--- src/design/wls_pkg.sv ---
// Shared constants, register codes and multiplier interface types for the leapfrog stencil block.
package wls_pkg;

	localparam int PRESSURE_BITS = 48;
	localparam int MAX_POINTS    = 1024;
	localparam int IDX_W         = $clog2(MAX_POINTS);
	localparam int SPEED_W       = 32;
	localparam int DT_W          = 32;
	localparam int AMP_W         = 47;
	localparam int ORDER_W       = 2;
	localparam int CFG_INDEX_W   = 2;
	localparam int CFG_DATA_W    = 47;

	localparam int LIMB_W = 32;
	localparam int OPND_W = 2 * LIMB_W;
	localparam int ACC_W  = 4 * LIMB_W;

	localparam int NUM_W        = PRESSURE_BITS + 7;
	localparam int BASE_W       = PRESSURE_BITS + 4;
	localparam int LMAG_W       = PRESSURE_BITS + 4;
	localparam int TERM_W       = 64;
	localparam int SUM_W        = TERM_W + 1;
	localparam int DIV_SHIFT    = 54;
	localparam int K_SHIFT      = 48;
	localparam int KF_W         = 48;
	localparam int TERM_SHIFT   = 30;
	localparam int TERM_CAP_BIT = 62;
	localparam int TERM_SAT_BIT = TERM_SHIFT + TERM_CAP_BIT;

	localparam logic [OPND_W-1:0] RECIP3 =
		((OPND_W'(1) << DIV_SHIFT) + OPND_W'(2)) / OPND_W'(3);
	localparam logic [ACC_W-1:0] K_ROUND = ACC_W'(1) << (K_SHIFT - 1);
	localparam logic [ACC_W-1:0] T_ROUND = ACC_W'(1) << (TERM_SHIFT - 1);
	localparam logic [TERM_W-1:0] TERM_CAP = TERM_W'(1) << TERM_CAP_BIT;

	localparam logic [ORDER_W-1:0]     ORDER_THREE_POINT = ORDER_W'(1);
	localparam logic [1:0]             HALF_THREE        = 2'd1;
	localparam logic [1:0]             HALF_FIVE         = 2'd2;

	localparam logic [ORDER_W-1:0] ORDER_RST = ORDER_W'(2);
	localparam logic [DT_W-1:0]    DT_RST    = DT_W'(10737418);
	localparam logic [AMP_W-1:0]   AMP_RST   = AMP_W'(10995116);
	localparam logic [IDX_W-1:0]   SRC_RST   = IDX_W'(500);

	typedef enum logic [CFG_INDEX_W-1:0] {
		REG_ORDER = 2'd0,
		REG_DT    = 2'd1,
		REG_AMP   = 2'd2,
		REG_SRC   = 2'd3
	} cfg_reg_t;

	typedef struct packed {
		logic              start;
		logic [OPND_W-1:0] a;
		logic [OPND_W-1:0] b;
		logic [ACC_W-1:0]  init;
	} mac_req_t;

	typedef struct packed {
		logic             done;
		logic [ACC_W-1:0] acc;
	} mac_rsp_t;

endpackage

--- src/design/wls_mac.sv ---
// Shared 32 by 32 multiplier that builds a 64 by 64 product limb by limb into an accumulator.
module wls_mac (
	input  logic              clk,
	input  logic              arst_n,
	input  wls_pkg::mac_req_t req,
	output wls_pkg::mac_rsp_t rsp
);
	import wls_pkg::*;

	logic [OPND_W-1:0]   a_q;
	logic [OPND_W-1:0]   b_q;
	logic [1:0]          step_q;
	logic                issue_q;
	logic [OPND_W-1:0]   prod_s1;
	logic [1:0]          pos_s1;
	logic                valid_s1;
	logic                last_s1;
	logic                done_q;
	logic [ACC_W-1:0]    acc_q;
	logic [ACC_W-1:0]    addend;
	logic [LIMB_W-1:0]   a_limb;
	logic [LIMB_W-1:0]   b_limb;

	assign a_limb = step_q[0] ? a_q[OPND_W-1:LIMB_W] : a_q[LIMB_W-1:0];
	assign b_limb = step_q[1] ? b_q[OPND_W-1:LIMB_W] : b_q[LIMB_W-1:0];

	always_comb begin
		unique case (pos_s1)
			2'd0:    addend = {{(ACC_W - OPND_W){1'b0}}, prod_s1};
			2'd1:    addend = {{(ACC_W - OPND_W - LIMB_W){1'b0}}, prod_s1, {LIMB_W{1'b0}}};
			default: addend = {prod_s1, {(ACC_W - OPND_W){1'b0}}};
		endcase
	end

	always_ff @(posedge clk or negedge arst_n) begin
		if (!arst_n) begin
			issue_q  <= 1'b0;
			step_q   <= 2'd0;
			valid_s1 <= 1'b0;
			last_s1  <= 1'b0;
			done_q   <= 1'b0;
		end else begin
			valid_s1 <= issue_q;
			last_s1  <= issue_q && (step_q == 2'd3);
			done_q   <= valid_s1 && last_s1;
			if (req.start) begin
				issue_q <= 1'b1;
				step_q  <= 2'd0;
			end else if (issue_q) begin
				step_q <= step_q + 2'd1;
				if (step_q == 2'd3) begin
					issue_q <= 1'b0;
				end
			end
		end
	end

	always_ff @(posedge clk) begin
		if (req.start) begin
			a_q <= req.a;
			b_q <= req.b;
		end
		prod_s1 <= a_limb * b_limb;
		pos_s1  <= {1'b0, step_q[0]} + {1'b0, step_q[1]};
		if (req.start) begin
			acc_q <= req.init;
		end else if (valid_s1) begin
			acc_q <= acc_q + addend;
		end
	end

	assign rsp.done = done_q;
	assign rsp.acc  = acc_q;

endmodule

--- config.mk ---
export PLATFORM = sky130hd
export DESIGN_NAME = wls_mac
export DESIGN_NICKNAME = d
export VERILOG_FILES = /design/src/design/wls_pkg.sv /design/src/design/wls_mac.sv
export SDC_FILE = /design/constraint.sdc
export NUM_CORES = 2
export LEC_CHECK = 0
export BUFFER_PORTS_ARGS = -buffer_cell sky130_fd_sc_hd__buf_4
export CAP_MARGIN = 20
export CELL_PAD_IN_SITES_DETAIL_PLACEMENT = 0
export CELL_PAD_IN_SITES_GLOBAL_PLACEMENT = 1
export CORE_ASPECT_RATIO = 1.25
export CORE_MARGIN = 5
export CORE_UTILIZATION = 53
export CTS_CLUSTER_DIAMETER = 40
export CTS_CLUSTER_SIZE = 28
export DETAILED_ROUTE_END_ITERATION = 10
export PLACE_DENSITY_LB_ADDON = 0.1
export SETUP_SLACK_MARGIN = 0.1
export SLEW_MARGIN = 20
export SYNTH_ARGS = -nofsm -noshare
export SYNTH_HDL_FRONTEND = slang
export SYNTH_SLANG_ARGS = --single-unit
--- constraint.sdc ---
create_clock -name clk -period 19.9 [get_ports clk]
set_input_delay 0 -clock clk [delete_from_list [all_inputs] [get_ports clk]]
set_output_delay 0 -clock clk [all_outputs]
set_load 0.02 [all_outputs]
After elaboration in Yosys (flattened, before gate mapping)
Cells that the tools add are included.

storage, ports and cells
  latch bits = 0
  output and inout bits = 129
  memory bits (read-only) = 0
  flip-flop bits (word level) = 328
  memories kept = 0
  input port bits = 259
  memory bits (writable) = 0

operators by class
  order comparisons = 0
  divide/modulo/power cells = 0
  shift-type cells = 0
  multipliers = 1
  bitwise logic cells = 0
  muxes and demuxes = 10
  eq/ne operators = 2
  add/subtract/negate cells = 3
  reductions and logical operators = 5

operator list
  operator             number
  $mux 128             2
  $pmux 128 s2         1
  $add 128x128->128    1
  $mul 32x32->64       1
  $mux 32              2
  $mux 2               2
  $reduce_bool 2->1    2
  $mux 1               3
  $add 1x1->2          1
  $add 2x1->2 const B  1
  $eq 2x1->1 const B   1
  $eq 2x2->1 const B   1
  $logic_and 1x1->1    2
  $logic_not 2->1      1

Depth between registers and ports, before layout
  depth in word-level cells = 5
  mapped depth = 34
  mapped depth without buffers = 30

Worst setup path before layout
Ideal clock, no wire load.

  kind = register to register
  from = reg step_q[1]
  to = reg prod_s1[57]
  arrival = 8423 ps
  data required time = 19778 ps
  library setup time = 122 ps
  cell stages (with the launch flop) = 31
  setup slack = 11355 ps
  path through = dfrtp_1 clkbuf_1 clkbuf_1 mux2i_1 clkbuf_1 nor2_1 fa_1 inv_1 fa_1 fa_1 fa_1 inv_1 fa_1 inv_1 fa_1 inv_1 fa_1 fa_1 ha_1 nand2_1 nor2_1 a31o_2 a311oi_1 a31oi_1 a31o_1 a21oi_1 o21ai_1 nand3_1 nand2_1 a31o_2 xor2_1

between the ends
  word-level cells in the longest chain between the ends = 2

RTL lines
  element                   line           RTL
  start: declaration        wls_mac.sv:12  logic [1:0] step_q;
  start signal: assignment  wls_mac.sv:50  step_q <= step_q + 2'd1;
  $mux 32                   wls_mac.sv:25  assign b_limb = step_q[1] ? b_q[OPND_W-1:LIMB_W] : b_q[LIMB_W-1:0];
  $mul 32x32->64            wls_mac.sv:63  prod_s1 <= a_limb * b_limb;
  end signal: assignment    wls_mac.sv:63
  end: declaration          wls_mac.sv:14  logic [OPND_W-1:0] prod_s1;

No other way between the ends.
A chain may end at the register's enable or synchronous reset.

Final worst setup path
  from = reg step_q[1]
  to = reg prod_s1[62]

The elaborated chain is that of the path after synthesis.

==> results_dict.tcl <==
set metrics [dict create \
    path_buf_inv 5 \
    cpPeakStageDelay_ns 1.06 \
    fp.dieH_um 364 \
    fin_worst_skew_ns 0.0523 \
    placed_cells 7374 \
    dpl.hpwl_mm 153 \
    design_area_um2 61600 \
    avgSynthCellArea_um2 9.00 \
    synth_warnings 0 \
    synth_flop_cell "edfxtp_1" \
    clk_pin_slew_ns 0.07 \
    startpoint "step_q[1]$_DFFE_PN0P_" \
    vias 44800 \
    grt_max_degree 166 \
    synthesis.nets 7465 \
    cp_max_fo 47 \
    fin_cells 7732 \
    syn_inst 5918 \
    antenna_left 0 \
    r2r_start "step_q[1]$_DFFE_PN0P_" \
    min_from "req[164]" \
    synth_top_cell_by_area "fa_1" \
    synth_sequential_area_ratio_pct 17.2 \
    fp.coreArea_um2 100000 \
    synth.distinct_cells 92 \
    h-tree-depth 2 \
    start_util_pct 53.1 \
    cp.required_ns 20.45 \
    first_iter_violations 3378 \
    critPathKind "flop to flop" \
    synth_edf_count 256 \
    io_buffers 387 \
    gr-max-usage-layer "met2" \
    placed_area_um2 57200 \
    async_reset_ff_share_pct 1.83 \
    pin_count 388 \
    die_w_um 294 \
    area_growth_pct 15.7 \
    grt_pass1_vias 47300 \
    rows 130 \
    synth.area.top_cells "fa_1 34%, edfxtp_1 14%, ha_1 9.2%, inv_1 6.5%, nand2_1 5.7%" \
    maxCapViolCount 0 \
    hold_path_class "input port to flop" \
    routed_via_density 5.79 \
    syn_area_um2 53200 \
    drive_gt1_share_pct 10.5 \
    nets 7916 \
    outcome "finished, final reports clean" \
    path_delay_family "adder cells" \
    cts_tree "built" \
    cts_sinks 328 \
    cp_common_cell "fa_1" \
    crit_path_end_kind "flop" \
    synth_top_area_share_pct 33.7 \
    dieArea_um2 107000 \
    slew_headroom_pct 20.5 \
    setup-violations-final 0 \
    met2_usage_pct 61.2 \
    final-hold-violation-count 0 \
    cts_root_buf "clkbuf_16" \
    crit_path_start_kind "flop" \
    first_pass_iters 5 \
    fmax_mhz 101 \
    clkLatencyLatePin_ns 0.65 \
    antenna_found_initial 5 \
    cts_resized 0 \
    overflow 0 \
    period_needed_ns 9.89 \
    crit_slowest_cell "mux2i_4" \
    synth-seq-cells 328 \
    tightestPinTransition_ns 1.17 \
    grt_use_met1_pct 43.5 \
    post-route-period-util_pct 49.7 \
    final_core_util_pct 61.5 \
    drt-total-wl_mm 197 \
    route.detailed.drc 0 \
    rsz0062_at_grt "false" \
    drv_slew 0 \
    grtUsageTotal_pct 36.6 \
    fin_setup_tns_ns 0 \
    crit_arrival_ns 10.44 \
    place.gp.congestion 0.995 \
    grt_pass1_wl_mm 293 \
    cts_buffers 50 \
    met3_usage_pct 7.49 \
    wire_per_inst_um 25.5 \
    cts_buffer_depth 3 \
]
## state kept, by name, indices dropped and copies added (netlist names)
register and flops:
a_q 64, acc_q 128, b_q 64, done_q 1
issue_q 1, last_s1 1, pos_s1 2, prod_s1 64
step_q 2, valid_s1 1
## what timing repair did
item | CTS | global route
hold buffers | 261 | 0
hold endpoints to repair | 321 | 0
buffers inserted | 0 | 0
## final cells by class
type | count | area [µm²]
antenna | 3 | 7.51
tap | 1320 | 1650
sequential | 328 | 9170
inverter | 918 | 3450
multi-input combinational | 4361 | 39600
clock buffer | 63 | 1360
clock inverter | 29 | 355
timing repair buffer | 710 | 6070
fill | 8760 | 38600
## worst paths after layout
check                      slack (ns)  cells past startpoint                     to
hold / removal                   0.05                      2      b_q[36]$_DFFE_PP_
max in group asynchronous       18.85                      3  step_q[0]$_DFFE_PN0P_
min in group asynchronous        0.53                      3      issue_q$_DFF_PN0_
hold reg to reg                  0.48                      1       done_q$_DFF_PN0_
setup reg to reg                10.01                     27    prod_s1[62]$_DFF_P_
setup / recovery                10.01                     27    prod_s1[62]$_DFF_P_
## cells in the final DEF, fill, tap and decap left out, types with 56 or more instances in the layout
cell type      instances
a21oi_1              253
fa_1                 897
xnor2_1              116
and2_1                77
nor2_1               752
dlygate4sd3_1        261
mux2_2                69
mux2i_1               56
buf_4                443
ha_1                 391
inv_1                918
edfxtp_1             256
dfxtp_1               64
a21o_1               104
nand2_1              802
xor2_1                73
o21ai_0              224
nand4_1               81
o21ai_1               57
## kinds of logic (layout without fill, tap and decap cells)
group | after synthesis | after routing | synth area share [%]
fa+ha+maj | 1288 | 1288 | 42.9
other cells | 0 | 3 | 0
mux | 168 | 168 | 3.32
compound gates | 848 | 848 | 9.70
flops | 328 | 328 | 17.2
xor+xnor | 189 | 189 | 3.11
buf+inv | 1229 | 1720 | 9.10
simple gates | 1868 | 1868 | 14.7
## cells in the mapped netlist (10+ instances only)
library cell and n:
mux2_2 69, o21ai_0 224, o211ai_1 10, nand2b_1 15, a211oi_1 14, o21ai_1 57
clkbuf_1 256, nand4_1 81, ha_1 391, xor2_1 73, and2_1 77, nand2_1 802
nor3_1 26, o21bai_1 41, xnor2_1 116, a21o_1 104, buf_1 20, dfxtp_1 66
edfxtp_1 256, inv_1 918, nor2_1 752, buf_6 20, a31oi_1 16, o21a_1 19
fa_1 897, a21oi_1 253, and3_1 13, mux2i_1 99, o31ai_1 19, nand3_1 41
## stage by stage
step | worst slack (ns) | hold slack, ns
global route | 9.66 | 0.0400
finish | 10.01 | 0.0544
global placement | 10.15 | -0.141
floorplan | 11.36 | -0.296
CTS | 9.94 | 0.0196
detailed placement | 9.99 | -0.141
## worst register-to-register path, stage by stage, from the launching register on
cell and delay, ns:
dfrtp_4 0.68, buf_4 0.72, mux2i_4 1.07, nor2_1 0.18, fa_1 0.52, inv_1 0.05, fa_1 0.50, fa_1 0.45
fa_1 0.56, inv_1 0.06, fa_1 0.49, inv_1 0.06, fa_1 0.53, inv_1 0.05, fa_1 0.49, fa_1 0.41
ha_1 0.38, nand2_1 0.13, nor2_1 0.20, nand2_1 0.13, o311a_1 0.42, o21ai_1 0.29, nand3_1 0.27, o311a_1 0.44
o2111ai_1 0.22, o211ai_1 0.15, o21ai_1 0.18, xor2_1 0.15
## layer usage
layer	up-vias	wire length (µm)
li1	19800	-
met1	22100	70900
met2	2245	92700
met3	641	17700
met4	6	16100
met5	-	44
Power is left out: the tool's default activity adds up to more than one toggle a clock period on the data nets, which glitch-free logic cannot reach.
